$ cat config.mk
export PLATFORM = sky130hd
export DESIGN_NAME = key_value_config_text_parser_top
export DESIGN_NICKNAME = d
export VERILOG_FILES = /design/src/rtl/core/kvcfg_pkg.sv /design/src/rtl/core/key_value_config_text_parser_top.sv /design/src/rtl/core/kvcfg_front.sv /design/src/rtl/core/kvcfg_queue.sv /design/src/rtl/core/kvcfg_back.sv
export SDC_FILE = /design/constraint.sdc
export NUM_CORES = 1
export LEC_CHECK = 0
export BUFFER_PORTS_ARGS = -buffer_cell sky130_fd_sc_hd__buf_2
export CAP_MARGIN = 20
export CORE_MARGIN = 2
export CORE_UTILIZATION = 45
export DETAILED_ROUTE_END_ITERATION = 7
export PLACE_DENSITY = 0.71
export SYNTH_ARGS = -nofsm -noshare
export SYNTH_HDL_FRONTEND = slang
export SYNTH_HIERARCHICAL = 1
export SYNTH_SLANG_ARGS = --single-unit
$ cat constraint.sdc
create_clock -name clock -period 8.28 [get_ports clock]
set_input_delay 1.656 -clock clock [delete_from_list [all_inputs] [get_ports clock]]
set_output_delay 1.656 -clock clock [all_outputs]
set_load 0.1 [all_outputs]
$ cat src/rtl/core/kvcfg_pkg.sv
// Shared types and constants for the key/value configuration text parser.
`default_nettype none
package kvcfg_pkg;

   localparam int DEF_MAX_TEXT_LEN = 63;
   localparam int DEF_MAX_ENTRIES  = 64;
   localparam int SLOTS            = 3;
   localparam int QUEUE_DEPTH      = 4;
   localparam int QPTR_W           = $clog2(QUEUE_DEPTH);

   localparam logic [2:0] KIND_NAME   = 3'd0;
   localparam logic [2:0] KIND_VALUE  = 3'd1;
   localparam logic [2:0] KIND_ACCEPT = 3'd2;
   localparam logic [2:0] KIND_REJECT = 3'd3;
   localparam logic [2:0] KIND_EOF    = 3'd4;

   typedef struct packed {
      logic [7:0] text_byte;
      logic       end_of_text;
   } req_type;

   typedef struct packed {
      logic [2:0] result_kind;
      logic [7:0] result_byte;
      logic [6:0] entry_number;
      logic       final_of_run;
   } rsp_type;

   typedef struct packed {
      logic [2:0] kind;
      logic [7:0] data;
      logic [6:0] number;
   } slot_type;

   typedef struct packed {
      logic [1:0]           count;
      slot_type [SLOTS-1:0] slot;
   } bundle_type;

endpackage
`default_nettype wire

$ cat src/rtl/core/key_value_config_text_parser_top.sv
// Top level of the key/value configuration text parser.
//
//   channel   direction  payload                                   handshake
//   req_      in         text_byte, end_of_text                    req_valid / req_ready
//   rsp_      out        result_kind, result_byte, entry_number,   rsp_valid / rsp_ready
//                        final_of_run
//
// One text byte is taken per cycle while the four-bundle queue has room;
// each byte yields zero to three result beats, one beat per cycle on rsp_ while rsp_ready is high.
// The output side therefore sets the sustained rate.
// Reset is synchronous and returns the parser to idle with counts cleared.
// A stalled rsp_ side backs up the queue, then drops req_ready.
`default_nettype none
module key_value_config_text_parser_top #(
   parameter int MAX_TEXT_LEN = kvcfg_pkg::DEF_MAX_TEXT_LEN,
   parameter int MAX_ENTRIES  = kvcfg_pkg::DEF_MAX_ENTRIES
) (
   input  wire logic                clock,
   input  wire logic                reset,
   input  wire logic                req_valid,
   output logic                     req_ready,
   input  wire kvcfg_pkg::req_type  req_payload,
   output logic                     rsp_valid,
   input  wire logic                rsp_ready,
   output kvcfg_pkg::rsp_type       rsp_payload
);
   import kvcfg_pkg::*;

   logic       queue_full, push, pop, head_valid;
   bundle_type push_bundle, head_bundle;

   kvcfg_front #(
      .MAX_TEXT_LEN(MAX_TEXT_LEN),
      .MAX_ENTRIES (MAX_ENTRIES)
   ) u_front (
      .clock      (clock),
      .reset      (reset),
      .req_valid  (req_valid),
      .req_ready  (req_ready),
      .req_payload(req_payload),
      .queue_full (queue_full),
      .push       (push),
      .push_bundle(push_bundle)
   );

   kvcfg_queue u_queue (
      .clock      (clock),
      .reset      (reset),
      .push       (push),
      .push_bundle(push_bundle),
      .full       (queue_full),
      .pop        (pop),
      .head_valid (head_valid),
      .head_bundle(head_bundle)
   );

   kvcfg_back u_back (
      .clock      (clock),
      .reset      (reset),
      .head_valid (head_valid),
      .head_bundle(head_bundle),
      .pop        (pop),
      .rsp_valid  (rsp_valid),
      .rsp_ready  (rsp_ready),
      .rsp_payload(rsp_payload)
   );

endmodule
`default_nettype wire

$ cat src/rtl/core/kvcfg_front.sv
// Front end: parse one text byte per beat and build the bundle of results it causes.
`default_nettype none
module kvcfg_front #(
   parameter int MAX_TEXT_LEN = kvcfg_pkg::DEF_MAX_TEXT_LEN,
   parameter int MAX_ENTRIES  = kvcfg_pkg::DEF_MAX_ENTRIES
) (
   input  wire logic                   clock,
   input  wire logic                   reset,
   input  wire logic                   req_valid,
   output logic                        req_ready,
   input  wire kvcfg_pkg::req_type     req_payload,
   input  wire logic                   queue_full,
   output logic                        push,
   output kvcfg_pkg::bundle_type       push_bundle
);
   import kvcfg_pkg::*;

   localparam int LEN_W = $clog2(MAX_TEXT_LEN + 1);
   localparam int CNT_W = $clog2(MAX_ENTRIES + 1);

   localparam logic [3:0] PH_IDLE        = 4'd0;
   localparam logic [3:0] PH_NAME        = 4'd1;
   localparam logic [3:0] PH_PRE_EQ      = 4'd2;
   localparam logic [3:0] PH_PRE_BRACKET = 4'd3;
   localparam logic [3:0] PH_PRE_VALUE   = 4'd4;
   localparam logic [3:0] PH_VALUE       = 4'd5;
   localparam logic [3:0] PH_DROP2       = 4'd6;
   localparam logic [3:0] PH_DROP1       = 4'd7;
   localparam logic [3:0] PH_LINE        = 4'd8;

   logic [3:0]       phase_ff, phase_in;
   logic [LEN_W-1:0] len_ff, len_in;
   logic [CNT_W-1:0] cnt_ff, cnt_in;
   bundle_type       bundle;
   logic [1:0]       n;
   logic [7:0]       c;
   logic             is_ws, is_name, accept;

   assign c         = req_payload.text_byte;
   assign is_ws     = c inside {8'h20, 8'h0A, 8'h0D, 8'h09};
   assign is_name   = c inside {[8'h61:8'h7A], [8'h41:8'h5A], 8'h5F};
   assign req_ready = !queue_full;
   assign accept    = req_valid && req_ready;

   always_comb begin
      phase_in = phase_ff;
      len_in   = len_ff;
      cnt_in   = cnt_ff;
      bundle   = '0;
      n        = 2'd0;
      case (phase_ff)
         PH_IDLE: begin
            if (!is_ws) begin
               len_in = '0;
               if (c == 8'h23) begin
                  phase_in = PH_LINE;
               end else if (is_name) begin
                  bundle.slot[n] = '{KIND_NAME, c, 7'(cnt_in)};
                  n = n + 2'd1;
                  len_in = len_in + 1'b1;
                  phase_in = (len_in >= LEN_W'(MAX_TEXT_LEN)) ? PH_PRE_EQ : PH_NAME;
               end else if (c == 8'h3D) begin
                  phase_in = PH_PRE_BRACKET;
               end else begin
                  bundle.slot[n] = '{KIND_REJECT, 8'h00, 7'(cnt_in)};
                  n = n + 2'd1;
                  phase_in = PH_LINE;
               end
            end
         end
         PH_NAME: begin
            if (is_name) begin
               bundle.slot[n] = '{KIND_NAME, c, 7'(cnt_in)};
               n = n + 2'd1;
               len_in = len_in + 1'b1;
               phase_in = (len_in >= LEN_W'(MAX_TEXT_LEN)) ? PH_PRE_EQ : PH_NAME;
            end else if (is_ws) begin
               phase_in = PH_PRE_EQ;
            end else if (c == 8'h3D) begin
               phase_in = PH_PRE_BRACKET;
            end else begin
               bundle.slot[n] = '{KIND_REJECT, 8'h00, 7'(cnt_in)};
               n = n + 2'd1;
               phase_in = PH_LINE;
            end
         end
         PH_PRE_EQ: begin
            if (!is_ws) begin
               if (c == 8'h3D) begin
                  phase_in = PH_PRE_BRACKET;
               end else begin
                  bundle.slot[n] = '{KIND_REJECT, 8'h00, 7'(cnt_in)};
                  n = n + 2'd1;
                  phase_in = PH_LINE;
               end
            end
         end
         PH_PRE_BRACKET: begin
            if (!is_ws) begin
               if (c == 8'h5B) begin
                  len_in = '0;
                  phase_in = PH_PRE_VALUE;
               end else begin
                  bundle.slot[n] = '{KIND_REJECT, 8'h00, 7'(cnt_in)};
                  n = n + 2'd1;
                  phase_in = PH_LINE;
               end
            end
         end
         PH_PRE_VALUE, PH_VALUE: begin
            if (!(phase_ff == PH_PRE_VALUE && is_ws)) begin
               if (c == 8'h5D) begin
                  if (cnt_in < CNT_W'(MAX_ENTRIES)) begin
                     bundle.slot[n] = '{KIND_ACCEPT, 8'h00, 7'(cnt_in)};
                     cnt_in = cnt_in + 1'b1;
                  end else begin
                     bundle.slot[n] = '{KIND_REJECT, 8'h00, 7'(cnt_in)};
                  end
                  n = n + 2'd1;
                  phase_in = PH_DROP1;
               end else begin
                  bundle.slot[n] = '{KIND_VALUE, c, 7'(cnt_in)};
                  n = n + 2'd1;
                  len_in = len_in + 1'b1;
                  if (len_in >= LEN_W'(MAX_TEXT_LEN)) begin
                     if (cnt_in < CNT_W'(MAX_ENTRIES)) begin
                        bundle.slot[n] = '{KIND_ACCEPT, 8'h00, 7'(cnt_in)};
                        cnt_in = cnt_in + 1'b1;
                     end else begin
                        bundle.slot[n] = '{KIND_REJECT, 8'h00, 7'(cnt_in)};
                     end
                     n = n + 2'd1;
                     phase_in = PH_DROP2;
                  end else begin
                     phase_in = PH_VALUE;
                  end
               end
            end
         end
         PH_DROP2: phase_in = PH_DROP1;
         PH_DROP1: phase_in = PH_IDLE;
         default: begin
            phase_in = (c == 8'h0A) ? PH_IDLE : PH_LINE;
         end
      endcase

      if (req_payload.end_of_text) begin
         if (phase_in == PH_NAME || phase_in == PH_PRE_EQ || phase_in == PH_PRE_BRACKET) begin
            bundle.slot[n] = '{KIND_REJECT, 8'h00, 7'(cnt_in)};
            n = n + 2'd1;
         end else if (phase_in == PH_PRE_VALUE || phase_in == PH_VALUE) begin
            if (cnt_in < CNT_W'(MAX_ENTRIES)) begin
               bundle.slot[n] = '{KIND_ACCEPT, 8'h00, 7'(cnt_in)};
               cnt_in = cnt_in + 1'b1;
            end else begin
               bundle.slot[n] = '{KIND_REJECT, 8'h00, 7'(cnt_in)};
            end
            n = n + 2'd1;
         end
         bundle.slot[n] = '{KIND_EOF, 8'h00, 7'(cnt_in)};
         n = n + 2'd1;
         phase_in = PH_IDLE;
         len_in   = '0;
         cnt_in   = '0;
      end
      bundle.count = n;
   end

   assign push        = accept && (n != 2'd0);
   assign push_bundle = bundle;

   always_ff @(posedge clock) begin
      if (reset) begin
         phase_ff <= PH_IDLE;
         len_ff   <= '0;
         cnt_ff   <= '0;
      end else if (accept) begin
         phase_ff <= phase_in;
         len_ff   <= len_in;
         cnt_ff   <= cnt_in;
      end
   end

endmodule
`default_nettype wire

$ cat src/rtl/core/kvcfg_queue.sv
// Short bundle queue between the parsing front end and the result back end.
`default_nettype none
module kvcfg_queue (
   input  wire logic                   clock,
   input  wire logic                   reset,
   input  wire logic                   push,
   input  wire kvcfg_pkg::bundle_type  push_bundle,
   output logic                        full,
   input  wire logic                   pop,
   output logic                        head_valid,
   output kvcfg_pkg::bundle_type       head_bundle
);
   import kvcfg_pkg::*;

   bundle_type        mem_ff [QUEUE_DEPTH];
   logic [QPTR_W-1:0] wr_ptr_ff, wr_ptr_in;
   logic [QPTR_W-1:0] rd_ptr_ff, rd_ptr_in;
   logic [QPTR_W:0]   used_ff, used_in;
   logic              do_push, do_pop;

   assign full        = (used_ff == (QPTR_W+1)'(QUEUE_DEPTH));
   assign head_valid  = (used_ff != '0);
   assign head_bundle = mem_ff[rd_ptr_ff];
   assign do_push     = push && !full;
   assign do_pop      = pop && head_valid;

   always_comb begin
      wr_ptr_in = do_push ? wr_ptr_ff + 1'b1 : wr_ptr_ff;
      rd_ptr_in = do_pop ? rd_ptr_ff + 1'b1 : rd_ptr_ff;
      used_in   = used_ff;
      if (do_push && !do_pop) begin
         used_in = used_ff + 1'b1;
      end else if (do_pop && !do_push) begin
         used_in = used_ff - 1'b1;
      end
   end

   always_ff @(posedge clock) begin
      if (do_push) begin
         mem_ff[wr_ptr_ff] <= push_bundle;
      end
   end

   always_ff @(posedge clock) begin
      if (reset) begin
         wr_ptr_ff <= '0;
         rd_ptr_ff <= '0;
         used_ff   <= '0;
      end else begin
         wr_ptr_ff <= wr_ptr_in;
         rd_ptr_ff <= rd_ptr_in;
         used_ff   <= used_in;
      end
   end

endmodule
`default_nettype wire

$ cat src/rtl/core/kvcfg_back.sv
// Back end: step through the head bundle and drive one result beat per slot.
`default_nettype none
module kvcfg_back (
   input  wire logic                   clock,
   input  wire logic                   reset,
   input  wire logic                   head_valid,
   input  wire kvcfg_pkg::bundle_type  head_bundle,
   output logic                        pop,
   output logic                        rsp_valid,
   input  wire logic                   rsp_ready,
   output kvcfg_pkg::rsp_type          rsp_payload
);
   import kvcfg_pkg::*;

   logic [1:0] idx_ff, idx_in;
   slot_type   cur;
   logic       last_slot, beat;

   assign cur       = head_bundle.slot[idx_ff];
   assign last_slot = (idx_ff == head_bundle.count - 2'd1);
   assign rsp_valid = head_valid;
   assign beat      = rsp_valid && rsp_ready;
   assign pop       = beat && last_slot;

   assign rsp_payload.result_kind  = cur.kind;
   assign rsp_payload.result_byte  = cur.data;
   assign rsp_payload.entry_number = cur.number;
   assign rsp_payload.final_of_run = last_slot;

   always_comb begin
      idx_in = idx_ff;
      if (beat) begin
         idx_in = last_slot ? 2'd0 : idx_ff + 2'd1;
      end
   end

   always_ff @(posedge clock) begin
      if (reset) begin
         idx_ff <= 2'd0;
      end else begin
         idx_ff <= idx_in;
      end
   end

endmodule
`default_nettype wire

==> metrics.json <==
{
  "finish": {
    "layout-area-overhead-vs-synth_pct": 9.357,
    "layout.filler_cells": 2206,
    "fin_nets": 889,
    "drive_gt1_frac": 0.2082,
    "antenna-diode-count": 0,
    "final_cell_count_no_fill": 1214
  },
  "clock_network": {
    "cts.htree.levels": 1,
    "clock_pin_slew_of_the_registers_on_the_worst_case_setup_and_hold_paths_ns": 0.06,
    "cts_tree": "yes",
    "cts_sinks": 252,
    "worstSkewPairLatency_ns": 0.52,
    "cts_root_buf": "sky130_fd_sc_hd__clkbuf_16",
    "post_cts_hold_buffer_count": 0,
    "cts_inserted_buffers": 27,
    "cts_buffer_depth": 3,
    "post_cts.repair.setup_buffers": 0,
    "post_cts_resized": 0
  },
  "floorplan": {
    "die_boundary_width_um": 167.6,
    "num_rows": 59,
    "total_die_area_um2": 28100,
    "io-pin-count": 34,
    "initial_cell_density_of_the_core": 0.4597,
    "core_area_um2": 26210,
    "die_y_um": 167.6
  },
  "placed_design": {
    "gp_congestion": 0.9606,
    "detailed_place_hpwl_mm": 16.83,
    "placed_insts": 1166,
    "numPortBuffers": 33
  },
  "drt": {
    "drt-vias-per-instance": 5.976,
    "dr_iter_0_viols": 725,
    "antenna_violating_nets_post_route": 0,
    "average_wire_per_standard_cell_um": 21.18,
    "drt_pass1_iterations": 7,
    "wirelength_mm": 25.71,
    "remaining_drc_errors": 0,
    "dr_total_vias": 7255
  },
  "timing": {
    "finalHoldViolCount": 0,
    "report.final.setup_viol": 0,
    "min_period_ns": 5.965,
    "setup-tns-final_ns": 0,
    "worst_hold_slack_ns": 0.5237,
    "timing.clock.skew_ns": 0.02167,
    "layout_worst_path_cycle_share": 0.7204,
    "slew_violations": 0,
    "relative_slew_slack": 0.3315,
    "rsz0062_at_grt": "false",
    "max_freq_ghz": 0.1677,
    "timing_worst_slew_pin_value_ns": 1.003
  },
  "setup_path": {
    "crit_fanout": 24,
    "crit_path_start": "req_payload[1]",
    "required_ns": 8.46,
    "crit-reg2reg-launch": "u_front/phase_ff[0]",
    "cp-end-kind": "flop",
    "crit_path_start_kind": "input pin",
    "r2r_setup_slack_ns": 3.20,
    "reg2reg_depth": 15,
    "worstSetupPathType": "input pin to flop",
    "critPathArrivalTime_ns": 6.15,
    "worstReg2RegEnd": "u_queue/mem_ff[1][51]"
  },
  "synth": {
    "number_of_standard_cells_after_synthesis": 830,
    "synth-warning-count": 6,
    "seq_area_frac_synth": 0.6048,
    "main_synth_ff_type": "sky130_fd_sc_hd__edfxtp_1",
    "post_synth_instance_area_um2": 12050,
    "synth_async_sr_flop_share": 0,
    "synth.distinct_cells": 98,
    "mean_area_per_synthesized_cell_um2": 14.52,
    "synth_seq_cells": 252,
    "synth-edff-count": 224
  },
  "min_path": {
    "min_delay_path_depth": 2,
    "worstHoldStart": "u_front/len_ff[5]",
    "worstHoldPathType": "flop to flop",
    "min_delay_worst_endpoint": "u_front/len_ff[5]"
  },
  "global_route": {
    "grt_first_pass_wirelength_mm": 40.38,
    "grt_max_degree": 57,
    "gr-total-overflow": 0,
    "grt_antenna_before_repair": 0,
    "grt_use_total": 0.1834,
    "number_of_global_route_vias_before_repair": 7128
  },
  "power": {
    "vdd.ir_drop.worst_v": 0.0001821,
    "power.static_leakage_nw": 4.357,
    "power.total_mw": 3.828,
    "power.density_cell_area_nw_per_um2": 290.5
  },
  "outcome": {
    "status": "finished, final reports clean"
  },
  "flow_run": {
    "drv.max_cap_violation_count": 0
  }
}
-- placed cells by master (no fill, tap or decap), types with 5 or more instances in the layout --
master,count
sky130_fd_sc_hd__a22oi_1,7
sky130_fd_sc_hd__a211oi_1,5
sky130_fd_sc_hd__and2_2,6
sky130_fd_sc_hd__dfxtp_1,26
sky130_fd_sc_hd__ha_1,15
sky130_fd_sc_hd__edfxtp_1,224
sky130_fd_sc_hd__o21ai_1,16
sky130_fd_sc_hd__o21ai_0,21
sky130_fd_sc_hd__nand2b_1,5
sky130_fd_sc_hd__buf_2,33
sky130_fd_sc_hd__or3_1,11
sky130_fd_sc_hd__a21oi_1,34
sky130_fd_sc_hd__nand2_1,49
sky130_fd_sc_hd__nand3b_1,6
sky130_fd_sc_hd__clkinv_2,5
sky130_fd_sc_hd__nor3_1,14
sky130_fd_sc_hd__and3_1,11
sky130_fd_sc_hd__xor2_1,10
sky130_fd_sc_hd__a31oi_1,7
sky130_fd_sc_hd__conb_1,16
sky130_fd_sc_hd__inv_1,21
sky130_fd_sc_hd__buf_4,13
sky130_fd_sc_hd__xnor2_1,8
sky130_fd_sc_hd__nor2_1,42
sky130_fd_sc_hd__clkbuf_16,27
sky130_fd_sc_hd__nor2b_1,7
sky130_fd_sc_hd__and2_1,6
sky130_fd_sc_hd__nand3_1,26
sky130_fd_sc_hd__mux4_2,56
sky130_fd_sc_hd__clkbuf_1,6
sky130_fd_sc_hd__clkinv_1,6
sky130_fd_sc_hd__nand4_1,6
sky130_fd_sc_hd__mux2i_1,22
sky130_fd_sc_hd__o22ai_1,9
-- per-stage QoR --
step,instance area (µm²),util,setup WS (ns)
finish,13180,0.5027,2.315
global route,13180,0.5027,2.021
CTS,13180,0.5027,2.302
detailed placement,12350,0.4712,1.776
global placement,12350,0.4712,1.900
floorplan,12100,-,1.989
-- cells in the mapped netlist, types with 8 or more instances --
| cell type | instances | share of area |
|---|---|---|
| sky130_fd_sc_hd__edfxtp_1 | 224 | 0.56 |
| sky130_fd_sc_hd__mux4_2 | 56 | 0.10 |
| sky130_fd_sc_hd__nand2_1 | 49 | 0.015 |
| sky130_fd_sc_hd__nor2_1 | 42 | 0.013 |
| sky130_fd_sc_hd__a21oi_1 | 34 | 0.014 |
| sky130_fd_sc_hd__dfxtp_1 | 28 | 0.047 |
| sky130_fd_sc_hd__nand3_1 | 26 | 0.011 |
| sky130_fd_sc_hd__mux2i_1 | 22 | 0.018 |
| sky130_fd_sc_hd__inv_1 | 21 | 0.0065 |
| sky130_fd_sc_hd__o21ai_0 | 21 | 0.0087 |
| sky130_fd_sc_hd__buf_4 | 20 | 0.012 |
| sky130_fd_sc_hd__o21ai_1 | 16 | 0.0066 |
| sky130_fd_sc_hd__ha_1 | 15 | 0.016 |
| sky130_fd_sc_hd__buf_2 | 14 | 0.0058 |
| sky130_fd_sc_hd__nor3_1 | 14 | 0.0058 |
| sky130_fd_sc_hd__clkbuf_1 | 12 | 0.0037 |
| sky130_fd_sc_hd__and3_1 | 11 | 0.0057 |
| sky130_fd_sc_hd__or3_1 | 11 | 0.0057 |
| sky130_fd_sc_hd__and2_1 | 10 | 0.0052 |
| sky130_fd_sc_hd__xor2_1 | 10 | 0.0073 |
| sky130_fd_sc_hd__o22ai_1 | 9 | 0.0047 |
| sky130_fd_sc_hd__xnor2_1 | 8 | 0.0058 |
-- layer usage --
layer	part of all wire	GRT usage	vias to the layer above
met5	0	0	-
met4	0.017	0.04234	0
met3	0.067	0.02742	31
met2	0.47	0.2953	275
met1	0.44	0.2661	3636
li1	-	-	3313
-- kinds of logic (layout without fill, tap and decap cells) --
logic type,after synthesis,after routing,share of synthesized area
AO/OA/AOI/OAI,157,157,0.09316
XOR/XNOR,19,19,0.01444
adder cells (fa/ha/maj),16,16,0.01724
buffers and inverters,82,116,0.04393
flip-flops,252,252,0.6048
multiplexers,79,79,0.1239
other,1,16,0.0003113
AND/OR/NAND/NOR,224,224,0.1022
-- sequential cells by signal (all words and copies together), names as in the netlist, named ones only --
register and flops:
u_queue/mem_ff 224, u_queue/used_ff 3, u_front/len_ff 6, u_back/idx_ff 2, u_queue/rd_ptr_ff 2, u_front/phase_ff 4, u_queue/wr_ptr_ff 2, u_front/cnt_ff 7
-- where the power goes --
part           switching, mW  internal, mW
Sequential            0.0511          1.56
Combinational          0.818         0.283
Clock                  0.458         0.658
Total                   1.33          2.50
-- worst max-delay path, stage by stage --
cell and delay (ns):
sky130_fd_sc_hd__buf_2 0.14, sky130_fd_sc_hd__or3b_4 0.42, sky130_fd_sc_hd__a2111o_1 0.51, sky130_fd_sc_hd__nand3_1 0.22, sky130_fd_sc_hd__o22ai_1 0.15, sky130_fd_sc_hd__a221oi_4 0.47, sky130_fd_sc_hd__a21oi_4 0.19, sky130_fd_sc_hd__xnor2_2 0.27
sky130_fd_sc_hd__inv_1 0.08, sky130_fd_sc_hd__ha_1 0.30, sky130_fd_sc_hd__nand2_1 0.06, sky130_fd_sc_hd__o221a_1 0.17, sky130_fd_sc_hd__inv_1 0.05, sky130_fd_sc_hd__nor2_1 0.29, sky130_fd_sc_hd__and2_2 0.70, sky130_fd_sc_hd__buf_4 0.42
-- how the worst max path moves through the flow --
stage	endpoint	slack, ns	cells after the start
final	u_queue/mem_ff[1][51]	2.32	16
after global routing	u_queue/mem_ff[1][51]	2.02	16
after CTS	u_queue/mem_ff[1][51]	2.30	16
after detailed placement	u_queue/mem_ff[1][51]	1.78	16
after global placement	u_queue/mem_ff[1][20]	1.90	16
after floorplan	u_queue/mem_ff[0][0]	1.99	14
-- area by class of cell --
class	instances	area, µm²	area share
clock buffers	33	698.2	0.05299
clock inverters	15	127.6	0.009687
inverters	22	82.58	0.006268
multi-input cells	511	4293	0.3258
flip-flops and latches	252	7292	0.5535
well taps	335	419.2	0.03181
repair buffers	46	262.8	0.01994
(Power assumes the default switching activity.)
